<file path="config.mk">
export PLATFORM = sky130hd
export DESIGN_NAME = quadrature_detent_counter
export DESIGN_NICKNAME = d
export VERILOG_FILES = /design/src/design/qdc_pkg.sv /design/src/design/qdc_state_ram.sv /design/src/design/qdc_out_buf.sv /design/src/design/quadrature_detent_counter.sv
export SDC_FILE = /design/constraint.sdc
export NUM_CORES = 1
export LEC_CHECK = 0
export ABC_CLOCK_PERIOD_IN_PS = 6000
export CAP_MARGIN = 25
export CORE_UTILIZATION = 60
export CTS_CLUSTER_DIAMETER = 100
export DETAILED_ROUTE_END_ITERATION = 10
export DONT_BUFFER_PORTS = 1
export HOLD_SLACK_MARGIN = 0.03
export PLACE_DENSITY_LB_ADDON = 0.2
export SYNTH_ARGS = -nofsm -noshare
export SYNTH_HDL_FRONTEND = slang
export SYNTH_SLANG_ARGS = --single-unit
</file>
<file path="constraint.sdc">
create_clock -name clk -period 6 [get_ports clk]
set_input_delay 0.3 -clock clk [delete_from_list [all_inputs] [get_ports clk]]
set_output_delay 0.3 -clock clk [all_outputs]
set_load 0.01 [all_outputs]
</file>
<file path="src/design/qdc_pkg.sv">
// Shared types, constants and the transition table for the quadrature detent counter.
// No dependencies.
package qdc_pkg;

  localparam int NUM_ENCODERS = 2;
  localparam int IDX_W = (NUM_ENCODERS > 1) ? $clog2(NUM_ENCODERS) : 1;
  localparam int PINS_W = 2;
  localparam int ACC_W = 16;
  localparam int DELTA_W = 15;
  localparam int REQ_W = 2;

  localparam logic [REQ_W-1:0] REQ_SAMPLE = 2'd0;
  localparam logic [REQ_W-1:0] REQ_TAKE   = 2'd1;
  localparam logic [REQ_W-1:0] REQ_SEED   = 2'd2;

  typedef struct packed {
    logic [PINS_W-1:0]       pins;
    logic signed [ACC_W-1:0] count;
  } qdc_entry_t;

  localparam int ENTRY_W = $bits(qdc_entry_t);

  function automatic logic signed [1:0] qdc_step(input logic [3:0] t);
    logic signed [1:0] s;
    case (t)
      4'd1, 4'd7, 4'd8, 4'd14: s = -2'sd1;
      4'd2, 4'd4, 4'd11, 4'd13: s = 2'sd1;
      default: s = 2'sd0;
    endcase
    return s;
  endfunction

endpackage

</file>
<file path="src/design/qdc_state_ram.sv">
// Per-channel state memory: one write port, one read port, registered read data.
// No dependencies.
module qdc_state_ram #(
  parameter int WIDTH  = 18,
  parameter int DEPTH  = 2,
  parameter int ADDR_W = 1
) (
  input  logic              clk,
  input  logic              wr_en,
  input  logic [ADDR_W-1:0] wr_addr,
  input  logic [WIDTH-1:0]  wr_data,
  input  logic              rd_en,
  input  logic [ADDR_W-1:0] rd_addr,
  output logic [WIDTH-1:0]  rd_data
);

  logic [WIDTH-1:0] mem [DEPTH];

  always_ff @(posedge clk) begin
    if (wr_en) begin
      mem[wr_addr] <= wr_data;
    end
  end

  always_ff @(posedge clk) begin
    if (rd_en) begin
      rd_data <= mem[rd_addr];
    end
  end

endmodule

</file>
<file path="src/design/qdc_out_buf.sv">
// Two-entry output queue that decouples result transactions from the update stage.
// Depends on qdc_pkg.
module qdc_out_buf (
  input  logic                               clk,
  input  logic                               rst,
  input  logic                               push,
  input  logic signed [qdc_pkg::DELTA_W-1:0] push_data,
  output logic                               out_valid,
  input  logic                               out_stall,
  output logic signed [qdc_pkg::DELTA_W-1:0] detent_delta,
  output logic [1:0]                         count
);
  import qdc_pkg::*;

  logic signed [DELTA_W-1:0] slot [2];
  logic                      wr_ptr;
  logic                      rd_ptr;
  logic                      pop;

  assign pop          = out_valid && !out_stall;
  assign out_valid    = (count != 2'd0);
  assign detent_delta = slot[rd_ptr];

  always_ff @(posedge clk) begin
    if (push) begin
      slot[wr_ptr] <= push_data;
    end
  end

  always_ff @(posedge clk) begin
    if (rst) begin
      wr_ptr <= 1'b0;
      rd_ptr <= 1'b0;
      count  <= 2'd0;
    end else begin
      if (push) begin
        wr_ptr <= !wr_ptr;
      end
      if (pop) begin
        rd_ptr <= !rd_ptr;
      end
      count <= count + {1'b0, push} - {1'b0, pop};
    end
  end

endmodule

</file>
<file path="src/design/quadrature_detent_counter.sv">
// Top level of the quadrature detent counter: read stage, update stage, output queue.
// Depends on qdc_pkg, qdc_state_ram and qdc_out_buf.
//
//   channel | direction | signals                                   | handshake
//   in      | input     | req_type, channel, level_a, level_b       | in_valid / in_stall
//   out     | output    | detent_delta                              | out_valid / out_stall
//   cfg     | input     | cfg_data (half_detent_mode)               | cfg_write
//
// One transaction per cycle while in_stall is low; a take result is registered in the update
// stage, then in the output queue. The state memory is read on accept and written back in
// the next cycle; a back-to-back transaction on the same channel takes the forwarded value.
// Reset clears the per-entry valid bits, so unwritten channels read as zero; no clearing pass.
// in_stall is high in reset and when the two-entry output queue cannot take another result.
module quadrature_detent_counter (
  input  logic                               clk,
  input  logic                               rst,
  input  logic                               in_valid,
  output logic                               in_stall,
  input  logic [qdc_pkg::REQ_W-1:0]          req_type,
  input  logic                               channel,
  input  logic                               level_a,
  input  logic                               level_b,
  output logic                               out_valid,
  input  logic                               out_stall,
  output logic signed [qdc_pkg::DELTA_W-1:0] detent_delta,
  input  logic                               cfg_write,
  input  logic                               cfg_data
);
  import qdc_pkg::*;

  logic                    half_mode;
  logic                    accept;
  logic                    in_ok;
  logic [IDX_W-1:0]        in_idx;
  logic [NUM_ENCODERS-1:0] ent_valid;

  logic                    s1_valid;
  logic [REQ_W-1:0]        s1_req;
  logic                    s1_ok;
  logic [IDX_W-1:0]        s1_idx;
  logic [PINS_W-1:0]       s1_curr;
  logic                    s1_rd_ok;
  logic                    fwd_hit;
  qdc_entry_t              fwd_data;
  qdc_entry_t              ram_rd;
  qdc_entry_t              cur;
  qdc_entry_t              upd;

  logic                    wr_en;
  logic signed [1:0]       step;
  logic signed [ACC_W:0]   sum;
  logic signed [ACC_W:0]   biased;
  logic signed [ACC_W:0]   quot;
  logic signed [ACC_W-1:0] det;
  logic signed [DELTA_W-1:0] res;
  logic                    push;
  logic [1:0]              q_count;
  logic [2:0]              demand;
  logic [2:0]              room;

  assign in_ok  = (int'(channel) < NUM_ENCODERS);
  assign in_idx = in_ok ? IDX_W'(channel) : '0;
  assign accept = in_valid && !in_stall;

  assign push   = s1_valid && (s1_req == REQ_TAKE);
  assign demand = {1'b0, q_count} + {2'b00, push};
  assign room   = 3'd2 + {2'b00, out_valid && !out_stall};
  assign in_stall = rst || (demand >= room);

  always_ff @(posedge clk) begin
    if (rst) begin
      half_mode <= 1'b0;
    end else if (cfg_write) begin
      half_mode <= cfg_data;
    end
  end

  assign wr_en = s1_valid && s1_ok &&
                 (s1_req == REQ_SAMPLE || s1_req == REQ_TAKE || s1_req == REQ_SEED);

  qdc_state_ram #(
    .WIDTH (ENTRY_W),
    .DEPTH (NUM_ENCODERS),
    .ADDR_W(IDX_W)
  ) u_ram (
    .clk    (clk),
    .wr_en  (wr_en),
    .wr_addr(s1_idx),
    .wr_data(upd),
    .rd_en  (accept),
    .rd_addr(in_idx),
    .rd_data(ram_rd)
  );

  always_ff @(posedge clk) begin
    if (rst) begin
      s1_valid  <= 1'b0;
      ent_valid <= '0;
      fwd_hit   <= 1'b0;
    end else begin
      s1_valid <= accept;
      if (wr_en) begin
        ent_valid[s1_idx] <= 1'b1;
      end
      if (accept) begin
        fwd_hit <= wr_en && (s1_idx == in_idx);
      end
    end
  end

  always_ff @(posedge clk) begin
    if (accept) begin
      s1_req   <= req_type;
      s1_ok    <= in_ok;
      s1_idx   <= in_idx;
      s1_curr  <= {level_a, level_b};
      s1_rd_ok <= ent_valid[in_idx];
      fwd_data <= upd;
    end
  end

  always_comb begin
    if (fwd_hit) begin
      cur = fwd_data;
    end else if (s1_rd_ok) begin
      cur = ram_rd;
    end else begin
      cur = '0;
    end
  end

  always_comb begin
    step   = qdc_step({cur.pins, s1_curr});
    sum    = {cur.count[ACC_W-1], cur.count} + (ACC_W+1)'(step);
    biased = {cur.count[ACC_W-1], cur.count} +
             (cur.count[ACC_W-1] ? (half_mode ? 17'sd1 : 17'sd3) : 17'sd0);
    quot   = half_mode ? (biased >>> 1) : (biased >>> 2);
    det    = quot[ACC_W-1:0];
    upd    = cur;
    res    = '0;
    case (s1_req)
      REQ_SAMPLE: begin
        upd.pins = s1_curr;
        if (sum[ACC_W] != sum[ACC_W-1]) begin
          upd.count = sum[ACC_W] ? {1'b1, {(ACC_W-1){1'b0}}} : {1'b0, {(ACC_W-1){1'b1}}};
        end else begin
          upd.count = sum[ACC_W-1:0];
        end
      end
      REQ_TAKE: begin
        upd.count = cur.count - (half_mode ? (det <<< 1) : (det <<< 2));
        res       = s1_ok ? det[DELTA_W-1:0] : '0;
      end
      REQ_SEED: begin
        upd.pins = s1_curr;
      end
      default: begin
        upd = cur;
      end
    endcase
  end

  qdc_out_buf u_out (
    .clk         (clk),
    .rst         (rst),
    .push        (push),
    .push_data   (res),
    .out_valid   (out_valid),
    .out_stall   (out_stall),
    .detent_delta(detent_delta),
    .count       (q_count)
  );

endmodule

</file>
==> results of run 1 <==
==> worst max path at each step <==
stage                  start          endpoint  slack (ns)  cells after the start
floorplan           s1_rd_ok       fwd_data[9]        1.49                     16
global placement     fwd_hit      fwd_data[13]        1.11                     16
detailed placement   fwd_hit  u_ram.mem[1][11]        0.95                     16
CTS                  fwd_hit  u_ram.mem[0][13]        0.89                     16
global route         fwd_hit      fwd_data[11]        0.35                     16
finish               fwd_hit  u_ram.mem[0][15]        0.82                     16
==> through the flow <==
step	util, %	hold slack [ns]	total power (W)	setup slack [ns]
after floorplan	-	0.399	0.00169	1.49
after global placement	63.2	0.374	0.00187	1.11
after detailed placement	63.3	0.378	0.00189	0.952
after CTS	69.3	0.0443	0.00291	0.889
after global routing	69.3	0.0384	0.00305	0.353
final	69.3	0.0495	0.00292	0.819
==> power groups by stage <==
stage	clock network, W	logic (W)	registers (W)
floorplan	0	0.000634	0.00106
global route	0.00106	0.000907	0.00108
global placement	0	0.000784	0.00108
detailed placement	0	0.000801	0.00109
CTS	0.00102	0.000816	0.00107
finish	0.00101	0.000831	0.00107
==> registers in the layout (all words and copies together) (netlist names), named ones only <==
| signal | cells |
|---|---|
| ent_valid | 2 |
| u_out.wr_ptr | 1 |
| u_out.slot | 30 |
| half_mode | 1 |
| u_ram.rd_data | 18 |
| fwd_hit | 1 |
| s1_req | 2 |
| s1_curr | 2 |
| u_ram.mem | 36 |
| s1_valid | 1 |
| s1_idx | 1 |
| s1_rd_ok | 1 |
| u_out.count | 2 |
| fwd_data | 18 |
| u_out.rd_ptr | 1 |
==> routing by layer <==
layer	track usage, %	wire, um
met2	48.6	8100
met4	13.4	423
met1	39.1	6810
met5	0	0
met3	6.69	1400
==> cells in the final DEF, fill, tap and decap left out, types with 4 or more instances in the layout <==
| cell type | n |
|---|---|
| a211oi_1 | 10 |
| xor2_1 | 10 |
| buf_4 | 8 |
| mux2i_1 | 4 |
| a22oi_1 | 11 |
| mux2_2 | 35 |
| o21ai_0 | 23 |
| or2_2 | 5 |
| edfxtp_1 | 108 |
| and3_1 | 8 |
| nand2b_1 | 5 |
| nand3_1 | 10 |
| inv_6 | 6 |
| nand2_1 | 44 |
| inv_1 | 25 |
| dfxtp_1 | 10 |
| nor2b_1 | 8 |
| dlygate4sd3_1 | 7 |
| nand3b_1 | 5 |
| ha_1 | 40 |
| and2_1 | 4 |
| o21a_1 | 6 |
| o221ai_1 | 7 |
| a21o_1 | 6 |
| xnor2_1 | 29 |
| or3_1 | 4 |
| a21oi_1 | 30 |
| clkbuf_16 | 17 |
| nor3_1 | 15 |
| nor2_1 | 46 |
==> kinds of logic (layout without fill, tap and decap cells) <==
logic type      after synthesis  in the layout  share of synthesized area (%)
compound gates              139            139                           14.3
xor+xnor                     39             39                           4.96
fa+ha+maj                    43             43                           8.14
buf+inv                      51             73                           3.52
flops                       118            118                           50.0
mux                          39             39                           6.30
simple gates                173            173                           12.8
==> timing repair <==
item	in CTS	in global routing
endpoints found under the hold margin	14	0
endpoints found under the setup margin	0	0
hold buffers	7	0
==> area by class of cell <==
class	instances	area share, %
clock buffers	17	5.56
flip-flops and latches	118	45.0
well taps	140	2.29
clock inverters	15	2.21
repair buffers	15	1.70
inverters	26	1.28
multi-input cells	433	41.9
==> worst max-delay path: cells and delay by family (launching register included) <==
kind / cells / cell delay (ns)
flops: 1 / 0.60
simple gates: 3 / 0.37
xor+xnor: 2 / 0.41
compound gates: 8 / 2.65
buf+inv: 1 / 0.30
fa+ha+maj: 2 / 0.63
==> reports/metrics.cfg, run 1 <==
[cts]
post_cts_resized=0
htreeDepth=4
cts_sinks=118
clock-root-buffer=clkbuf_16
cts_tree=done
cts.reportedPaths.clkPinSlew_ns=0.06
clock_latency_ns=0.42
post-cts-setup-buffer-count=0
cts_buffers=17
cts.path.max_buffers=2

[logic_synthesis]
synth_top_area_share_pct=47.1
synthCells=602
synth_cell_type_count=73
ys_warn_count=0
async_flop_share_pct=0
synth_ff_type=edfxtp_1
synth_most_common_cell=edfxtp_1
syn_avg_cell_area_um2=11.4
syn_nets=656
synth-edff-count=108
yosys.area.top_type=edfxtp_1
ys_seq_elements=118
synth_common_cells=edfxtp_1 (108), nor2_1 (46), nand2_1 (44), ha_1 (40), mux2_2 (35)
ys_seq_area_share_pct=50.0
yosys-top-cells-area=edfxtp_1 (47%), ha_1 (7.3%), mux2_2 (5.7%)
syn_area_um2=6890

[drt]
routed_via_density=6.49
antenna_left=0
drt_wl_total_um=16700
drt_pre_antenna_iters=5
wl_per_cell_um=21.9
vias=4955
drc=0
first_iter_violations=494

[timing]
slew_viol_final=0
period_share_pct=86.3
max_slew.worst_pin.slew_ns=1.05
hold_viol=0
skew_ns=0.0118
finalSetupViolCount=0
min_period_ns=5.18
slew-limit-headroom_pct=29.7
clock.fmax_mhz=193
final.setup.tns_ns=0
rsz0062_at_grt=no

[min_path]
min_from=cfg_data
holdPathEnd=half_mode
min_path_type=input port to flip-flop
min_path_cells=2

[pwr]
clockPowerShare_pct=34.8
p_sw_share_pct=32.7
pwr-share-comb_pct=28.5
leakage_nw=2.87
seqPwrFrac_pct=36.7
power_density_nw_per_um2=382
max-vdd-ir-drop_mv=0.428
p_int_w=0.00197
p_sw_w=0.000953

[critical_path]
path_class=flip-flop to flip-flop
reg2reg_from=fwd_hit
startpoint_type=flip-flop
rrSetupSlack_ns=0.82
required_ns=6.21
worstPathCellList=buf_4, nor2_1, a21oi_1, nor2_1, ha_1, a21boi_0, o21ai_0, xnor2_1, ha_1, nor2b_1, o2111a_1, a2111oi_2, o21ai_0, a211oi_1, xnor2_1, a221oi_2
ff2ff_path_depth=16
crit_arrival_ns=5.39
critPathMaxFanout=16
regToRegEndpoint=u_ram.mem[0][15]
setup.worst_path.end_class=flip-flop
cp_slowest_cell=dfxtp_1
worst_path_largest_cell_delay_ns=0.60

[final_layout]
area_growth_pct=11.0
final_area_um2=7650
regArea_um2=3440
fillCellCount=794
final_cells=764
diodes=0
multiInputGateArea_um2=3210
nNetsFinal=665
layout-drive-gt1-share_pct=15.7

[global_route]
grt_antenna_before_repair=0
grt_max_degree=26
grt_pass1_vias=4907
grt_pass1_wl_um=25800
grt_overflow=0
gr-usage-all-layers_pct=30.2

[flow_run]
timing.max_cap.violations=0

[placement]
hpwl_um=11700
portBuffers=0
dp.cells=725
globalplace.congestion=0.948
dpl_cell_area_um2=6980

[floorplanning]
design.core.area_um2=11000
core.rowCount=38
dieArea_um2=11900
boundaryPins=28
die_h_um=109
die_x_um=109
start_util_pct=62.5

[run_status]
status=completed

Note: power is estimated with default switching activity, not from simulation.
==> run 2, diff against run 1 <==
--- a/config.mk
+++ b/config.mk
@@ -7,7 +7,9 @@
 export LEC_CHECK = 0
 export ABC_CLOCK_PERIOD_IN_PS = 6000
 export CAP_MARGIN = 25
-export CORE_UTILIZATION = 60
+export CELL_PAD_IN_SITES_DETAIL_PLACEMENT = 0
+export CELL_PAD_IN_SITES_GLOBAL_PLACEMENT = 1
+export CORE_UTILIZATION = 52
 export CTS_CLUSTER_DIAMETER = 100
 export DETAILED_ROUTE_END_ITERATION = 10
 export DONT_BUFFER_PORTS = 1
==> reports/metrics.cfg, run 2 (synthesis results as in run 1) <==
[timing]
skew_ns=0.00828
min_period_ns=5.21
period_share_pct=86.8
clock.fmax_mhz=192
slew_viol_final=0
final.setup.tns_ns=0
slew-limit-headroom_pct=32.3
rsz0062_at_grt=no
max_slew.worst_pin.slew_ns=1.02
hold_slack_ns=0.0866
hold_viol=0
finalSetupViolCount=0

[final_layout]
fillCellCount=1070
layout-drive-gt1-share_pct=16.1
diodes=0
area_growth_pct=12.8
most-common-layout-cells=edfxtp_1 (108), nor2_1 (46), nand2_1 (44)
nNetsFinal=669
largest_register_ffs=36
final_cells=800
reg.largest.list=u_ram.mem x36, u_out.slot x30
layout_commonest_cell=edfxtp_1
largest-register=u_ram.mem

[placement]
dp.cells=757
globalplace.congestion=0.842
portBuffers=0
hpwl_um=11500

[run_status]
status=completed

[global_route]
grt_max_degree=45
grt_pass1_wl_um=25500
gr-usage-all-layers_pct=26.1
grt_pass1_vias=4685
grt_antenna_before_repair=0
grt_overflow=0

[cts]
clock-root-buffer=clkbuf_16
cts_tree=done
cts.reportedPaths.clkPinSlew_ns=0.06
clock_latency_ns=0.43
post_cts_resized=0
cts.path.max_buffers=2
post-cts-setup-buffer-count=0
cts_sinks=118
htreeDepth=4
cts_buffers=17

[flow_run]
timing.max_cap.violations=0

[floorplanning]
core.rowCount=41
design.core.area_um2=12800
die_h_um=117
dieArea_um2=13700
boundaryPins=28
die_x_um=117
start_util_pct=53.9

[pwr]
leakage_nw=2.91
total_power_w=0.00297
seqPwrFrac_pct=36.0
max-vdd-ir-drop_mv=0.318
p_int_w=0.00205
p_sw_share_pct=31.0
pwr-share-comb_pct=27.8
p_sw_w=0.000921
clockPowerShare_pct=36.3
power_density_nw_per_um2=383

[critical_path]
crit_arrival_ns=5.33
critPathMaxFanout=23
path_class=flip-flop to flip-flop
setup.worst_path.end_class=flip-flop
startpoint_type=flip-flop
required_ns=6.12

[drt]
wl_per_cell_um=21.2
drt_pre_antenna_iters=5
first_iter_violations=403
routed_via_density=6.05
vias=4842
antenna_left=0
drt_wl_total_um=17000
drc=0

[min_path]
min_path_type=input port to flip-flop

[run 2: routing by layer]
metal  GRT usage (%)  vias up  share of wire, %
met5               0        -                 0
met4            10.3        0               2.2
met3            6.13       33               4.9
met2            43.9      146                49
met1            32.5     2365                43
li1                -     2298                 -
[run 2: what timing repair did]
| action | in CTS | in global routing |
|---|---|---|
| hold buffers | 9 | 0 |
| endpoints found under the setup margin | 0 | 0 |
| hold endpoints to repair | 14 | 0 |
[run 2: cell type report]
cell class              count  area (um2)  area share (%)
clock buffers              19         443            5.70
clock inverters            13         180            2.32
inverters                  26        97.6            1.26
multi-input cells         433        3210            41.3
flip-flops and latches    118        3440            44.3
well taps                 172         215            2.77
repair buffers             19         185            2.38
[run 2: power groups by stage]
| stage | combinational (W) | sequential (W) | clock, W |
|---|---|---|---|
| global placement | 0.000781 | 0.00109 | 0 |
| global route | 0.000899 | 0.00108 | 0.00112 |
| floorplan | 0.000634 | 0.00106 | 0 |
| CTS | 0.000813 | 0.00107 | 0.00109 |
| detailed placement | 0.000800 | 0.00109 | 0 |
| finish | 0.000826 | 0.00107 | 0.00108 |
[run 2: stage by stage]
step	setup WS [ns]	util, %	area (um2)
final	0.795	60.8	7770
after global placement	0.971	54.9	7020
after global routing	0.468	60.8	7770
after floorplan	1.49	-	6890
after CTS	0.852	60.6	7740
after detailed placement	0.871	55.0	7020
[run 2: final timing paths]
kind                                    from           end  slack [ns]  depth (start not counted)
worst max-delay path                 fwd_hit  fwd_data[11]        0.79                         15
worst min-delay path                     rst       fwd_hit        0.09                          2
worst max register to register       fwd_hit  fwd_data[11]        0.79                         15
worst min register to register  ent_valid[0]  ent_valid[0]        0.48                          2
[run 2: worst max-delay path: stages, from the launching register on]
cell and delay [ns]:
dfxtp_1 0.46, buf_4 0.32, and2b_2 0.37, a22o_1 0.32, ha_1 0.30, a21boi_0 0.43, o21ai_0 0.19, xnor2_1 0.30
ha_1 0.33, nor2b_1 0.17, o2111a_1 0.24, a2111oi_2 0.53, o21ai_0 0.33, xor2_1 0.21, a222oi_1 0.21, o21ai_0 0.19
==> run 3, diff against run 2 <==
--- a/config.mk
+++ b/config.mk
@@ -5,11 +5,12 @@
 export SDC_FILE = /design/constraint.sdc
 export NUM_CORES = 1
 export LEC_CHECK = 0
+export ABC_AREA = 1
 export ABC_CLOCK_PERIOD_IN_PS = 6000
 export CAP_MARGIN = 25
 export CELL_PAD_IN_SITES_DETAIL_PLACEMENT = 0
 export CELL_PAD_IN_SITES_GLOBAL_PLACEMENT = 1
-export CORE_UTILIZATION = 52
+export CORE_UTILIZATION = 50
 export CTS_CLUSTER_DIAMETER = 100
 export DETAILED_ROUTE_END_ITERATION = 10
 export DONT_BUFFER_PORTS = 1
==> reports/metrics.cfg, run 3 <==
[logic_synthesis]
syn_avg_cell_area_um2=9.01
syn_area_um2=7340
synthSimpleGateAreaFrac_pct=24.0
ys_seq_area_share_pct=46.9
yosys.area.top_type=edfxtp_1
ys_warn_count=0
yosys-top-cells-area=edfxtp_1 (44%), nand2_1 (11%), ha_1 (6.8%)
async_flop_share_pct=0
synth-edff-count=108
syn_nets=869
synth_top_area_share_pct=44.2
synth_top_family_by_area=simple AND/OR/NAND/NOR gates
synth_ff_type=edfxtp_1
ys_seq_elements=118
synth_cell_type_count=52
synthMuxAreaShare_pct=5.06
synthCells=815
synthXorXnorAreaFrac_pct=2.25
synth_fa_ha_area_share_pct=7.63
synth_most_common_cell=nand2_1
synth_compound_area_share_pct=7.96
synth_common_cells=nand2_1 (217), edfxtp_1 (108), inv_1 (90), nand3_1 (62), a21oi_1 (53)

[floorplanning]
design.core.area_um2=14100
die_x_um=123
die_h_um=123
core.rowCount=43
dieArea_um2=15200
start_util_pct=52.1
boundaryPins=28

[critical_path]
startpoint_type=flip-flop
required_ns=6.12
path_class=flip-flop to flip-flop
critPathMaxFanout=20
setup.worst_path.end_class=flip-flop
worst_path_largest_cell_delay_ns=0.58
crit_arrival_ns=5.01
cp_slowest_cell=dfxtp_1
worstPathCellList=nor2_4, a21boi_2, nor2_1, inv_1, fa_1, inv_1, nand2_2, a21oi_1, xnor2_1, ha_1, a21oi_1, o21ai_0, nand2_1, nand3_1, o21ai_0, nand3_1

[timing]
hold_slack_ns=0.0471
slew-limit-headroom_pct=41.4
rsz0062_at_grt=no
skew_ns=0.00972
period_share_pct=81.4
hold_viol=0
min_period_ns=4.89
finalSetupViolCount=0
slew_viol_final=0
clock.fmax_mhz=205
max_slew.worst_pin.slew_ns=0.879
final.setup.tns_ns=0

[cts]
cts.reportedPaths.clkPinSlew_ns=0.06
cts_sinks=118
clock_latency_ns=0.42
cts.path.max_buffers=2
post_cts_resized=0
post-cts-setup-buffer-count=0
cts_tree=done
htreeDepth=4
cts_buffers=17
clock-root-buffer=clkbuf_16
holdBufCountCts=6

[global_route]
grt_overflow=0
grt_pass1_wl_um=27500
grt_antenna_before_repair=0
grt_pass1_vias=5331
gr-usage-all-layers_pct=24.7
grt_max_degree=32

[final_layout]
diodes=0
reg.largest.list=u_ram.mem x36, u_out.slot x30
final_cells=1022
multiInputGateArea_um2=3440
largest_register_ffs=36
regArea_um2=3440
nNetsFinal=883
layout_commonest_cell=nand2_1
layout-drive-gt1-share_pct=14.0
area_growth_pct=11.4
largest-register=u_ram.mem
fillCellCount=1221
most-common-layout-cells=nand2_1 (217), edfxtp_1 (108), inv_1 (90)
final_area_um2=8180

[drt]
drt_pre_antenna_iters=5
first_iter_violations=363
vias=5517
antenna_left=0
routed_via_density=5.40
wl_per_cell_um=17.2
drc=0
drt_wl_total_um=17600

[placement]
portBuffers=0
hpwl_um=13300
dp.cells=984
dpl_cell_area_um2=7530
globalplace.congestion=0.881

[pwr]
power_density_nw_per_um2=444
leakage_nw=3.55
total_power_w=0.00363
max-vdd-ir-drop_mv=0.207

[min_path]
min_path_type=input port to flip-flop

[run_status]
status=completed

[flow_run]
timing.max_cap.violations=0

-- run 3: changes by cell type in the layout (fill, tap and decap cells not counted), moves of 8 or more --
| cell | previous run | this run |
|---|---|---|
| nor3_1 | 15 | 6 |
| nand2_2 | 0 | 19 |
| a211oi_1 | 10 | 2 |
| xnor2_1 | 29 | 11 |
| inv_1 | 25 | 90 |
| a22oi_1 | 11 | 1 |
| a21oi_1 | 30 | 53 |
| nand3_1 | 10 | 62 |
| nand2_1 | 44 | 217 |
-- run 3: worst max-delay path, delay by kind of cell, from the launching register on --
kind	cells	cell delay, ns
xor gates and xnor gates	1	0.26
buffers and inverters	2	0.19
and+or+nand+nor	6	1.44
DFF	1	0.58
AOI/OAI and AO/OA	5	1.30
adders and majority gates	2	0.81
-- run 3: layout make-up --
class | count | share of cell area [%]
multi-input combinational | 584 | 42.1
tap | 180 | 2.75
sequential | 118 | 42.1
clock buffer | 18 | 5.25
clock inverter | 14 | 2.02
inverter | 96 | 4.40
timing repair buffer | 12 | 1.44
-- run 3: metrics by stage --
| stage | worst slack [ns] | utilization (%) |
|---|---|---|
| final | 1.11 | 58.0 |
| after global routing | 0.695 | 58.0 |
| after CTS | 1.10 | 58.0 |
| after detailed placement | 1.11 | 53.4 |
| after global placement | 1.16 | 53.3 |
| after floorplan | 2.51 | - |
-- run 3: worst paths after layout --
| kind | depth (start not counted) | startpoint | endpoint | slack, ns |
|---|---|---|---|---|
| worst min register to register | 1 | u_out.rd_ptr | u_out.rd_ptr | 0.46 |
| worst max-delay path | 16 | fwd_hit | u_ram.mem[1][11] | 1.11 |
| worst max register to register | 16 | fwd_hit | u_ram.mem[1][11] | 1.11 |
| worst min-delay path | 2 | cfg_data | half_mode | 0.05 |
-- run 3: cell families after synthesis --
family          count (synthesis)
fa+ha+maj                      43
mux                            33
xor+xnor                       18
simple gates                  388
compound gates                102
buf+inv                       113
flops                         118
-- run 3: power breakdown --
part / switching (W) / internal [W] / total [W]
Clock: 0.000384 / 0.000622 / 0.00101
Sequential: 0.0000543 / 0.00106 / 0.00111
Combinational: 0.00102 / 0.000497 / 0.00151
-- run 3: per-layer routing --
metal  GRT usage [%]  share of wire, %  up-vias  routed length, um
li1                -                 -     2781                  -
met1            30.8                43     2587               7650
met2            42.8                50      125               8790
met3            3.41               4.2       24                747
met4            10.4               2.4        0                420
met5               0                 0        -                  0
